**src/design/qdf_pkg.sv**
```systemverilog
`timescale 1ns / 1ps
`default_nettype none
// ----------------------------------------------------------------------------
// qdf_pkg: shared types and constants of the quadrature downmix FIR
// Item and result layouts, action codes, sequencer states, MAC control.
// ----------------------------------------------------------------------------
package qdf_pkg;

	// filter length and derived widths
	localparam int unsigned TAPS      = 32;
	localparam int unsigned TAP_IDX_W = (TAPS > 1) ? $clog2(TAPS) : 1;
	localparam int unsigned CNT_W     = $clog2(TAPS + 3);

	// sine table
	localparam int unsigned SINE_LEN  = 32;
	localparam int unsigned PHASE_W   = 5;
	localparam logic [PHASE_W-1:0] COS_OFFSET = 5'd8;
	localparam logic [PHASE_W-1:0] STEP_RESET = 5'd6;

	// rounding constant
	localparam logic [31:0] ROUND_HALF = 32'h0000_8000;

	// sequencer step counts: operand issue length and completion count
	localparam logic [CNT_W-1:0] MIX_LEN  = CNT_W'(1);
	localparam logic [CNT_W-1:0] MIX_DONE = CNT_W'(1 + 2);
	localparam logic [CNT_W-1:0] FIR_LEN  = CNT_W'(TAPS);
	localparam logic [CNT_W-1:0] FIR_DONE = CNT_W'(TAPS + 2);

	// action codes
	localparam logic [1:0] ACT_SAMPLE = 2'd0;
	localparam logic [1:0] ACT_SINE   = 2'd1;
	localparam logic [1:0] ACT_TAP    = 2'd2;

	typedef struct packed {
		logic [1:0]         action;
		logic signed [15:0] sample;
		logic [5:0]         table_index;
		logic signed [15:0] table_value;
	} item_t;

	typedef struct packed {
		logic signed [15:0] real_out;
		logic signed [15:0] imag_out;
	} result_t;

	// control for one MAC operation
	typedef struct packed {
		logic en;
		logic first;
		logic neg;
	} mac_op_t;

	typedef enum logic [2:0] {
		ST_IDLE,
		ST_MIX_I,
		ST_MIX_Q,
		ST_FIR_I,
		ST_FIR_Q,
		ST_OUT
	} state_t;

endpackage
`default_nettype wire

```
**src/design/quadrature_downmix_decimating_fir.sv**
```systemverilog
`timescale 1ns / 1ps
`default_nettype none
// ----------------------------------------------------------------------------
// quadrature_downmix_decimating_fir: quadrature mixer with decimating FIR
// Mixes real samples with a table carrier, filters I and Q with one shared
// tap set through a single MAC, and emits on every other sample.
// ----------------------------------------------------------------------------
//  channel   handshake              payload
//  item      item_valid/item_stall  item (action, sample, table_index, value)
//  result    result_valid/stall     result (real_out, imag_out)
//  cfg       cfg_valid/cfg_ready    cfg_data (phase_step)
//
// a sample without a result runs the two mix steps only; a sample with one
// also runs both filters, the single MAC stepping through them one tap a
// cycle.
// reset clears the delay lines, phase and decimation flag; tables hold
// garbage until loaded. a result waits in the output register while the next
// item is taken; item_stall is high while a sample is in work.
// ----------------------------------------------------------------------------
module quadrature_downmix_decimating_fir (
	input  wire logic                  clk,
	input  wire logic                  arst_n,
	input  wire logic                  item_valid,
	output logic                       item_stall,
	input  wire qdf_pkg::item_t        item,
	output logic                       result_valid,
	input  wire logic                  result_stall,
	output qdf_pkg::result_t           result,
	input  wire logic                  cfg_valid,
	output logic                       cfg_ready,
	input  wire logic [4:0]            cfg_data
);

	qdf_pkg::state_t                  state_q, state_d;
	logic [qdf_pkg::CNT_W-1:0]        cnt_q;
	logic [qdf_pkg::PHASE_W-1:0]      step_q;
	logic [qdf_pkg::PHASE_W-1:0]      phase_q;
	logic                             emit_q;
	logic signed [15:0]               sample_q;
	logic [15:0]                      ival_q;
	logic [15:0]                      real_res_q;
	logic [15:0]                      imag_res_q;
	qdf_pkg::result_t                 result_q;
	logic                             result_valid_q;
	qdf_pkg::mac_op_t                 op_q;

	logic                             item_acc;
	logic                             out_free;
	logic                             step_done;
	logic                             issue;
	logic                             mix_i_done;
	logic                             push;
	logic                             fir_i_done;
	logic                             fir_q_done;
	logic                             load_out;
	logic                             fir_state;
	logic [qdf_pkg::CNT_W-1:0]        issue_len;
	logic [qdf_pkg::CNT_W-1:0]        done_cnt;

	logic                             sine_we;
	logic                             tap_we;
	logic [qdf_pkg::PHASE_W-1:0]      sine_raddr;
	logic [qdf_pkg::TAP_IDX_W-1:0]    tap_idx;
	logic [15:0]                      sine_rdata;
	logic [15:0]                      tap_rdata;
	logic [15:0]                      line_rdata;
	logic signed [15:0]               mac_a;
	logic signed [15:0]               mac_b;
	logic [15:0]                      rnd;

	// handshakes
	assign item_stall   = (state_q != qdf_pkg::ST_IDLE);
	assign item_acc     = item_valid && !item_stall;
	assign cfg_ready    = 1'b1;
	assign result_valid = result_valid_q;
	assign result       = result_q;
	assign out_free     = !(result_valid_q && result_stall);

	// table writes from load transactions
	assign sine_we = item_acc && (item.action == qdf_pkg::ACT_SINE) &&
		(7'(item.table_index) < 7'(qdf_pkg::SINE_LEN));
	assign tap_we  = item_acc && (item.action == qdf_pkg::ACT_TAP) &&
		(7'(item.table_index) < 7'(qdf_pkg::TAPS));

	// per-state step lengths
	always_comb begin
		fir_state = (state_q == qdf_pkg::ST_FIR_I) || (state_q == qdf_pkg::ST_FIR_Q);
		issue_len = fir_state ? qdf_pkg::FIR_LEN : qdf_pkg::MIX_LEN;
		done_cnt  = fir_state ? qdf_pkg::FIR_DONE : qdf_pkg::MIX_DONE;
	end

	// next state
	always_comb begin
		state_d = state_q;
		case (state_q)
			qdf_pkg::ST_IDLE: begin
				if (item_acc && (item.action == qdf_pkg::ACT_SAMPLE)) begin
					state_d = qdf_pkg::ST_MIX_I;
				end
			end
			qdf_pkg::ST_MIX_I: begin
				if (cnt_q == done_cnt) begin
					state_d = qdf_pkg::ST_MIX_Q;
				end
			end
			qdf_pkg::ST_MIX_Q: begin
				if (cnt_q == done_cnt) begin
					state_d = emit_q ? qdf_pkg::ST_FIR_I : qdf_pkg::ST_IDLE;
				end
			end
			qdf_pkg::ST_FIR_I: begin
				if (cnt_q == done_cnt) begin
					state_d = qdf_pkg::ST_FIR_Q;
				end
			end
			qdf_pkg::ST_FIR_Q: begin
				if (cnt_q == done_cnt) begin
					state_d = qdf_pkg::ST_OUT;
				end
			end
			qdf_pkg::ST_OUT: begin
				if (out_free) begin
					state_d = qdf_pkg::ST_IDLE;
				end
			end
			default: begin
				state_d = qdf_pkg::ST_IDLE;
			end
		endcase
	end

	// sequencer outputs
	always_comb begin
		step_done  = 1'b0;
		issue      = 1'b0;
		mix_i_done = 1'b0;
		push       = 1'b0;
		fir_i_done = 1'b0;
		fir_q_done = 1'b0;
		load_out   = 1'b0;
		case (state_q)
			qdf_pkg::ST_MIX_I: begin
				issue      = (cnt_q < issue_len);
				step_done  = (cnt_q == done_cnt);
				mix_i_done = step_done;
			end
			qdf_pkg::ST_MIX_Q: begin
				issue     = (cnt_q < issue_len);
				step_done = (cnt_q == done_cnt);
				push      = step_done;
			end
			qdf_pkg::ST_FIR_I: begin
				issue      = (cnt_q < issue_len);
				step_done  = (cnt_q == done_cnt);
				fir_i_done = step_done;
			end
			qdf_pkg::ST_FIR_Q: begin
				issue      = (cnt_q < issue_len);
				step_done  = (cnt_q == done_cnt);
				fir_q_done = step_done;
			end
			qdf_pkg::ST_OUT: begin
				load_out = out_free;
			end
			default: begin
				issue = 1'b0;
			end
		endcase
	end

	// state and step counter
	always_ff @(posedge clk or negedge arst_n) begin
		if (!arst_n) begin
			state_q <= qdf_pkg::ST_IDLE;
			cnt_q   <= '0;
		end else begin
			state_q <= state_d;
			if (step_done || (state_q == qdf_pkg::ST_IDLE) ||
				(state_q == qdf_pkg::ST_OUT)) begin
				cnt_q <= '0;
			end else begin
				cnt_q <= cnt_q + 1'b1;
			end
		end
	end

	// configuration, carrier phase and decimation flag
	always_ff @(posedge clk or negedge arst_n) begin
		if (!arst_n) begin
			step_q  <= qdf_pkg::STEP_RESET;
			phase_q <= '0;
			emit_q  <= 1'b0;
		end else begin
			if (cfg_valid && cfg_ready) begin
				step_q <= cfg_data;
			end
			if (push) begin
				phase_q <= phase_q + step_q;
				emit_q  <= !emit_q;
			end
		end
	end

	// mac operation registered alongside the registered table read of its address
	always_ff @(posedge clk or negedge arst_n) begin
		if (!arst_n) begin
			op_q <= '0;
		end else begin
			op_q.en    <= issue;
			op_q.first <= (cnt_q == '0);
			op_q.neg   <= (state_q == qdf_pkg::ST_MIX_Q);
		end
	end

	// payload captures
	always_ff @(posedge clk) begin
		if (item_acc) begin
			sample_q <= item.sample;
		end
		if (mix_i_done) begin
			ival_q <= rnd;
		end
		if (fir_i_done) begin
			real_res_q <= rnd;
		end
		if (fir_q_done) begin
			imag_res_q <= rnd;
		end
		if (load_out) begin
			result_q.real_out <= real_res_q;
			result_q.imag_out <= imag_res_q;
		end
	end

	// output register valid
	always_ff @(posedge clk or negedge arst_n) begin
		if (!arst_n) begin
			result_valid_q <= 1'b0;
		end else if (load_out) begin
			result_valid_q <= 1'b1;
		end else if (result_valid_q && !result_stall) begin
			result_valid_q <= 1'b0;
		end
	end

	// read addresses
	always_comb begin
		if (state_q == qdf_pkg::ST_MIX_I) begin
			sine_raddr = phase_q + qdf_pkg::COS_OFFSET;
		end else begin
			sine_raddr = phase_q;
		end
		if (cnt_q < qdf_pkg::FIR_LEN) begin
			tap_idx = cnt_q[qdf_pkg::TAP_IDX_W-1:0];
		end else begin
			tap_idx = '0;
		end
	end

	// mac operand select
	always_comb begin
		if (fir_state) begin
			mac_a = line_rdata;
			mac_b = tap_rdata;
		end else begin
			mac_a = sample_q;
			mac_b = sine_rdata;
		end
	end

	qdf_store u_store (
		.clk        (clk),
		.wdata      (item.table_value),
		.sine_we    (sine_we),
		.sine_waddr (item.table_index[qdf_pkg::PHASE_W-1:0]),
		.sine_raddr (sine_raddr),
		.sine_rdata (sine_rdata),
		.tap_we     (tap_we),
		.tap_waddr  (item.table_index[qdf_pkg::TAP_IDX_W-1:0]),
		.tap_raddr  (tap_idx),
		.tap_rdata  (tap_rdata)
	);

	qdf_delay u_delay (
		.clk     (clk),
		.arst_n  (arst_n),
		.push    (push),
		.real_in (ival_q),
		.imag_in (rnd),
		.rd_idx  (tap_idx),
		.rd_sel  (state_q == qdf_pkg::ST_FIR_Q),
		.rd_data (line_rdata)
	);

	qdf_mac u_mac (
		.clk    (clk),
		.arst_n (arst_n),
		.op     (op_q),
		.a      (mac_a),
		.b      (mac_b),
		.rnd    (rnd)
	);

endmodule
`default_nettype wire

```
**src/design/qdf_mac.sv**
```systemverilog
`timescale 1ns / 1ps
`default_nettype none
// ----------------------------------------------------------------------------
// qdf_mac: shared multiply-accumulate unit
// Registered 16x16 product, then 32-bit wrapping accumulate of +/- 2*a*b,
// with the rounded upper half as result.
// ----------------------------------------------------------------------------
module qdf_mac (
	input  wire logic               clk,
	input  wire logic               arst_n,
	input  wire qdf_pkg::mac_op_t   op,
	input  wire logic signed [15:0] a,
	input  wire logic signed [15:0] b,
	output logic [15:0]             rnd
);

	qdf_pkg::mac_op_t   op_s1;
	logic signed [31:0] prod_s1;
	logic [31:0]        acc_q;
	logic [31:0]        dbl;
	logic [31:0]        term;
	logic [31:0]        rsum;

	// control pipeline
	always_ff @(posedge clk or negedge arst_n) begin
		if (!arst_n) begin
			op_s1 <= '0;
		end else begin
			op_s1 <= op;
		end
	end

	// product stage
	always_ff @(posedge clk) begin
		prod_s1 <= 32'(a * b);
	end

	// doubled and optionally negated term
	always_comb begin
		dbl  = {prod_s1[30:0], 1'b0};
		term = op_s1.neg ? (32'd0 - dbl) : dbl;
	end

	// accumulator
	always_ff @(posedge clk) begin
		if (op_s1.en) begin
			acc_q <= op_s1.first ? term : (acc_q + term);
		end
	end

	// round to the upper 16 bits
	always_comb begin
		rsum = acc_q + qdf_pkg::ROUND_HALF;
		rnd  = rsum[31:16];
	end

endmodule
`default_nettype wire

```
**src/design/qdf_store.sv**
```systemverilog
`timescale 1ns / 1ps
`default_nettype none
// ----------------------------------------------------------------------------
// qdf_store: sine table and filter tap memories
// One write and one registered read port per memory.
// ----------------------------------------------------------------------------
module qdf_store (
	input  wire logic                            clk,
	input  wire logic [15:0]                     wdata,
	input  wire logic                            sine_we,
	input  wire logic [qdf_pkg::PHASE_W-1:0]     sine_waddr,
	input  wire logic [qdf_pkg::PHASE_W-1:0]     sine_raddr,
	output logic [15:0]                          sine_rdata,
	input  wire logic                            tap_we,
	input  wire logic [qdf_pkg::TAP_IDX_W-1:0]   tap_waddr,
	input  wire logic [qdf_pkg::TAP_IDX_W-1:0]   tap_raddr,
	output logic [15:0]                          tap_rdata
);

	logic [15:0] sine_mem [qdf_pkg::SINE_LEN];
	logic [15:0] tap_mem  [qdf_pkg::TAPS];

	// sine table
	always_ff @(posedge clk) begin
		if (sine_we) begin
			sine_mem[sine_waddr] <= wdata;
		end
		sine_rdata <= sine_mem[sine_raddr];
	end

	// tap table
	always_ff @(posedge clk) begin
		if (tap_we) begin
			tap_mem[tap_waddr] <= wdata;
		end
		tap_rdata <= tap_mem[tap_raddr];
	end

endmodule
`default_nettype wire

```
**src/design/qdf_delay.sv**
```systemverilog
`timescale 1ns / 1ps
`default_nettype none
// ----------------------------------------------------------------------------
// qdf_delay: in-phase and quadrature delay lines
// Shift registers cleared by reset, index 0 newest, one registered read.
// ----------------------------------------------------------------------------
module qdf_delay (
	input  wire logic                          clk,
	input  wire logic                          arst_n,
	input  wire logic                          push,
	input  wire logic [15:0]                   real_in,
	input  wire logic [15:0]                   imag_in,
	input  wire logic [qdf_pkg::TAP_IDX_W-1:0] rd_idx,
	input  wire logic                          rd_sel,
	output logic [15:0]                        rd_data
);

	logic [15:0] real_line_q [qdf_pkg::TAPS];
	logic [15:0] imag_line_q [qdf_pkg::TAPS];

	// shift in the newest mixed values
	always_ff @(posedge clk or negedge arst_n) begin
		if (!arst_n) begin
			for (int i = 0; i < qdf_pkg::TAPS; i++) begin
				real_line_q[i] <= '0;
				imag_line_q[i] <= '0;
			end
		end else if (push) begin
			real_line_q[0] <= real_in;
			imag_line_q[0] <= imag_in;
			for (int i = 1; i < qdf_pkg::TAPS; i++) begin
				real_line_q[i] <= real_line_q[i-1];
				imag_line_q[i] <= imag_line_q[i-1];
			end
		end
	end

	// registered tap read
	always_ff @(posedge clk) begin
		rd_data <= rd_sel ? imag_line_q[rd_idx] : real_line_q[rd_idx];
	end

endmodule
`default_nettype wire
```
**config.mk**
```make
export PLATFORM = sky130hd
export DESIGN_NAME = quadrature_downmix_decimating_fir
export DESIGN_NICKNAME = d
export VERILOG_FILES = /design/src/design/qdf_pkg.sv /design/src/design/quadrature_downmix_decimating_fir.sv /design/src/design/qdf_mac.sv /design/src/design/qdf_store.sv /design/src/design/qdf_delay.sv
export SDC_FILE = /design/constraint.sdc
export NUM_CORES = 2
export LEC_CHECK = 0
export ABC_CLOCK_PERIOD_IN_PS = 21600
export BUFFER_PORTS_ARGS = -buffer_cell sky130_fd_sc_hd__buf_2
export CAP_MARGIN = 20
export CORE_MARGIN = 1.5
export CORE_UTILIZATION = 48
export CTS_CLUSTER_SIZE = 8
export DETAILED_ROUTE_END_ITERATION = 16
export PLACE_DENSITY = 0.7
export SKIP_CTS_REPAIR_TIMING = 1
export SLEW_MARGIN = 10
export SYNTH_ARGS = -nofsm -noshare
export SYNTH_HDL_FRONTEND = slang
export SYNTH_SLANG_ARGS = --single-unit
```
**constraint.sdc**
```tcl
create_clock -name clk -period 21.6 [get_ports clk]
set_input_delay 3.24 -clock clk [delete_from_list [all_inputs] [get_ports clk]]
set_output_delay 3.24 -clock clk [all_outputs]
set_load 0.02 [all_outputs]
```
-- Word level (Yosys, flattened, before mapping)
Memory sizes are Yosys's and may differ from the RTL's. A register that Yosys moved wholly into a read port is not among the register bits.
Cells that the tools add are included.
- bits of input ports: 50
- output and inout bits: 35
- register bits after elaboration: 1226
- bits in writable memories: 1024
- logic and storage cells: 172
- memories kept: 2
- memory list (name ; words ; bits a word ; read ports ; clocked after memory_dff ; wr ports ; RTL line ; text):
    u_store.sine_mem ; 32 ; 16 ; 1 ; 1 ; 1 ; qdf_store.sv:20 ; logic [15:0] sine_mem [qdf_pkg::SINE_LEN];
    u_store.tap_mem ; 32 ; 16 ; 1 ; 1 ; 1 ; qdf_store.sv:21 ; logic [15:0] tap_mem [qdf_pkg::TAPS];
- muxes and demuxes: 37
- $lt $le $gt $ge: 4
- add/sub/neg operators: 6
- bitwise logic cells: 1
- reductions and logical operators: 22
- eq/ne operators: 14
- multiply operators: 1
- operators by type and width (kind ; count):
    $bmux 16 s5 ; 2
    $mux 16 ; 7
    $mux 32 ; 2
    $add 32x16->32 const B ; 1
    $add 32x32->32 ; 1
    $sub 1x32->32 const A ; 1
    $mul 16x16->31 ; 1
    $mux 3 ; 6
    $mux 6 ; 3
    $pmux 3 s6 ; 1
    $mux 1 ; 13
    $lt 6x6->1 const B ; 2
    $mux 5 ; 2
    $ne 2x2->1 const B ; 5
    $logic_and 1x1->1 ; 8
    $add 6x1->6 const B ; 1
    $eq 3x2->1 const B ; 2
    $eq 3x3->1 const B ; 2
    $eq 6x6->1 ; 1
    $ge 6x6->1 const B ; 1
    $logic_not 6->1 ; 1
    $lt 6x6->1 ; 1
    $not 5->6 ; 1
    $reduce_and 6->1 ; 1
    14 further kinds ; 19

-- Logic depth before layout (Yosys ltp)
- word-level depth: 8
- gate-level depth with buffers: 31
- gate-level depth less buffers: 27

-- By module
A second synthesis with hierarchy kept.
- cells, all modules: 6889
- area, all modules: 105976.6 um^2
- by module, submodules not included (module ; cells an instance ; instances ; area an instance (um^2)):
    qdf_delay ; 2859 ; 1 ; 46649.7
    qdf_store ; 2268 ; 1 ; 40846.7
    qdf_mac ; 1495 ; 1 ; 13822.0
    quadrature_downmix_decimating_fir ; 267 ; 1 ; 4658.2

-- Least setup slack after synthesis
OpenSTA, ideal clock, no wires.
- kind: flip-flop to flip-flop
- start point: reg state_q[0]
- end point: reg u_mac.prod_s1[28]
- slack: 13.670 ns
- stages on the path, launching flop included: 28
- setup time: 0.127 ns
- period minus slack after synthesis: 7.930 ns
- arrival: 7.803 ns
- path through: dfrtp_1 > clkbuf_1 > nor2_1 > nand2_1 > o21ai_1 > clkbuf_1 > clkbuf_1 > mux2i_1 > nor2_1 > fa_1 > inv_1 > fa_1 > inv_1 > fa_1 > fa_1 > inv_1 > fa_1 > fa_1 > inv_1 > ha_1 > a211oi_1 > nand2_1 > or4_1 > o21ai_0 > o211ai_1 > a41oi_1 > o21ai_0 > xor2_1
- longest elaborated chain between the ends: 4
- elaborated cells on any way between the ends: 6
- classes of those cells: mul (1); eq/ne (2); mux (2); reduce/logical (1)
- RTL lines (what ; RTL line ; text):
    from (decl) ; quadrature_downmix_decimating_fir.sv:34 ; qdf_pkg::state_t state_q, state_d;
    from (signal assigned) ; quadrature_downmix_decimating_fir.sv:174 ; state_q <= qdf_pkg::ST_IDLE;
    from (signal assigned) ; quadrature_downmix_decimating_fir.sv:177 ; state_q <= state_d;
    $eq 3x2->1 / $eq 3x3->1 (equally long branches) ; quadrature_downmix_decimating_fir.sv:87 ; fir_state = (state_q == qdf_pkg::ST_FIR_I) || (state_q == qdf_pkg::ST_FIR_Q);
    $logic_or 1x1->1 (*) ; quadrature_downmix_decimating_fir.sv:87 ;
    $mux 16 ; quadrature_downmix_decimating_fir.sv:262 ; if (fir_state) begin
    $mul 16x16->31 (*) ; qdf_mac.sv:35 ; prod_s1 <= 32'(a * b);
    to (signal assigned) ; qdf_mac.sv:35 ;
    to (decl) ; qdf_mac.sv:18 ; logic signed [31:0] prod_s1;
Every way passes the cells marked *; elsewhere a longest branch is shown, timed or not.
A chain may end at the register's enable or synchronous reset.

-- Worst setup path after layout
- start point: reg state_q[2]
- end point: reg u_mac.prod_s1[28]
Same word-level chain as after synthesis.

==> flow_metrics.py <==
metrics = {
    "run_status": {
        "status": "complete, no violations",
    },
    "worst_hold_path": {
        "min_path_cells": 0,
        "hp-class": "flop to flop",
        "hp-start": "op_q[0]",
        "min_to": "u_mac.op_s1[0]",
    },
    "clock_tree": {
        "cts.sinks": 2281,
        "cts_made_buffers": 335,
        "cts_tree": "done",
        "htreeDepth": 5,
        "clock_latency_ns": 0.97,
        "clk_path_buf_depth": 4,
        "clkTransAtPathRegs_ns": 0.05,
        "clockRootBuffer": "clkbuf_16",
    },
    "sta": {
        "min_period_ns": 8.78,
        "finClkSkew_ns": 0.0757,
        "worst_pin_slew_ns": 1.13,
        "rsz0062_at_grt": "false",
        "finalCritPeriodShare_pct": 40.7,
        "tns_ns": 0,
        "slew-limit-headroom_pct": 24.5,
        "setup_violations": 0,
        "slew_viol_final": 0,
        "fmax_ghz": 0.114,
        "hold_viol": 0,
    },
    "yosys": {
        "synth_top_area_share_pct": 32.9,
        "yosysSeqAreaShare_pct": 59.5,
        "synth_area_um2": 105000,
        "ys_seq_elements": 2281,
        "synthTopCellsByArea": "edfxtp_1, dfrtp_1, nand2_1",
        "synth_nets": 9291,
        "syn_inst": 8863,
        "synth_edf_count": 1151,
        "ys_types": 63,
        "avgSynthCellArea_um2": 11.8,
        "ys_dominant_reg_cell": "edfxtp_1",
        "async_flop_share_pct": 46.1,
        "ys_warn_count": 0,
        "yosysTopAreaCell": "edfxtp_1",
    },
    "routing": {
        "drtPass1Iterations": 6,
        "ant_nets": 0,
        "avgViaCountPerCell": 5.68,
        "drc": 0,
        "avgRoutedWirePerCell_um": 21.9,
        "drt_wl_total_um": 260000,
        "drt_first_iter_violations": 6851,
        "via_count": 67719,
    },
    "grt": {
        "antenna_found_initial": 7,
        "grt.total_usage_pct": 23.5,
        "grt_pass1_vias": 68273,
        "grt.overflow.total": 0,
        "grt_max_degree": 240,
        "grt_pass1_wl_um": 404000,
    },
    "die": {
        "die_y_um": 471,
        "rows": 171,
        "io_pins": 85,
        "start_util_pct": 48.3,
        "die_x_um": 471,
        "dieArea_um2": 222000,
        "fp.coreArea_um2": 217000,
    },
    "worst_setup_path": {
        "endpoint_kind": "flop",
        "r2r-end": "u_mac.prod_s1[28]",
        "worstPathArrival_ns": 9.55,
        "worstSetupPathType": "flop to flop",
        "rr_worst_depth": 24,
        "crit_fanout": 59,
        "reg2reg_from": "state_q[2]",
        "r2r_slack_ns": 12.82,
        "worstPathRequired_ns": 22.37,
        "cp-start-kind": "flop",
    },
    "place": {
        "dpl.hpwl_um": 154000,
        "numPortBuffers": 83,
        "place_congestion": 0.921,
    },
    "cells_and_area": {
        "area_delta_synth_final_pct": 12.3,
        "layout.nets": 9373,
        "drive_gt1_share_pct": 12.4,
        "fillCellCount": 17453,
    },
    "flow_run": {
        "maxCapViolCount": 0,
    },
}
layout by cell type, fill, tap and decap left out, drive strengths merged, types with 6 or more instances in the layout:
master  instances
mux2i         346
o31ai          12
fa            258
nor3           15
nand2b         16
xnor2          87
nand3          27
nor4b           6
and3            7
dfrtp        1049
a21oi         112
o221ai         63
o21ai         183
or3            12
mux4          386
a211oi          9
nor2          301
edfxtp       1151
a21o           25
inv           312
o22ai          70
and2            7
nand4           6
mux2           70
xor2           31
clkbuf        450
o211ai        117
o21a           29
or4             6
buf           238
nand2        3405
ha            120
dfxtp          79
per-layer routing:
| layer | track usage, % | share of wire, % | wire [um] |
|---|---|---|---|
| met1 | 32.9 | 42 | 111000 |
| met2 | 37.6 | 48 | 124000 |
| met3 | 3.49 | 6.6 | 17300 |
| met4 | 8.39 | 3.4 | 8770 |
| met5 | 0 | 0.020 | 52 |
kinds of logic (layout without fill, tap and decap cells):
family | after synthesis | after routing | share of synthesized area, %
AOI/OAI and AO/OA | 643 | 643 | 3.91
muxes | 802 | 802 | 12.3
xor gates and xnor gates | 118 | 118 | 1.00
adders and majority gates | 378 | 378 | 6.35
DFF | 2281 | 2281 | 59.5
other | 1 | 3 | 0.00357
and+or+nand+nor | 3836 | 3836 | 14.1
buffers and inverters | 804 | 1001 | 2.88
Yosys cell counts, drive strengths merged (9+ instances only):
master and instances:
a211oi 9, a21o 25, a21oi 112, buf 69, clkbuf 425, dfrtp 1049, dfxtp 79, edfxtp 1151
fa 258, ha 120, inv 310, mux2 70, mux2i 346, mux4 386, nand2 3405, nand2b 16
nand3 27, nor2 301, nor3 15, o211ai 117, o21a 29, o21ai 183, o221ai 63, o22ai 70
o31ai 12, or3 12, xnor2 87, xor2 31
worst max-delay path, cell delays in order, from the launching register on:
cell,delay [ns]
dfrtp_1,0.51
nand2b_1,0.34
o21ai_4,0.18
buf_4,0.73
mux2i_1,0.86
inv_1,0.39
nand2_1,0.19
fa_1,0.44
fa_1,0.49
inv_1,0.05
fa_1,0.50
fa_1,0.44
fa_1,0.49
inv_1,0.06
fa_1,0.47
inv_1,0.04
ha_1,0.23
a211oi_1,0.29
nand2_1,0.14
or4_1,0.48
o21ai_0,0.46
o211ai_1,0.18
a41oi_1,0.33
o21ai_0,0.15
xor2_1,0.15
worst max path at each step:
stage,start,to,slack [ns],cells after the start
3_5_place_dp,state_q[2],u_mac.prod_s1[28],12.93,24
4_1_cts,state_q[2],u_mac.prod_s1[28],12.88,24
5_1_grt,state_q[2],u_mac.prod_s1[28],12.26,24
6_report,state_q[2],u_mac.prod_s1[28],12.82,24
2_1_floorplan,state_q[0],u_mac.prod_s1[28],13.67,27
3_3_place_gp,state_q[2],u_mac.prod_s1[28],13.09,24
through the flow:
step | util (%) | hold slack (ns) | setup slack (ns) | instance area, um^2 | cells
2_1_floorplan | - | 0.331 | 13.67 | 105000 | 8863
3_3_place_gp | 50.0 | 0.337 | 13.09 | 109000 | 11442
3_5_place_dp | 50.0 | 0.336 | 12.93 | 109000 | 11444
4_1_cts | 54.1 | 0.328 | 12.88 | 118000 | 11896
5_1_grt | 54.3 | 0.339 | 12.26 | 118000 | 11914
6_report | 54.3 | 0.324 | 12.82 | 118000 | 11916
state kept, by name (all words and copies together), names as in the netlist, 3 cells and up:
name / flops
u_mac.op_s1: 3
u_store.sine_rdata: 16
u_mac.acc_q: 31
real_res_q: 16
u_store.tap_mem: 512
u_delay.rd_data: 16
u_delay.real_line_q: 512
phase_q: 5
imag_res_q: 16
u_delay.imag_line_q: 512
sample_q: 16
ival_q: 16
u_mac.prod_s1: 31
u_store.sine_mem: 512
step_q: 5
state_q: 3
result: 32
u_store.tap_rdata: 16
cnt_q: 6
op_q: 3
final cells by class:
cell class                 instances  area (um^2)  area share (%)
clock buffer                     449         8980            7.62
multi-input combinational       5778        39800            33.7
antenna                            2         5.00         0.00425
timing repair buffer             239         1880            1.59
inverter                         310         1160           0.987
clock inverter                     3         32.5          0.0276
tap                             2854         3570            3.03
sequential                      2281        62500            53.0
Power is not shown: default switching activity piles up to over one toggle a cycle in this logic, so the estimate is an artifact.
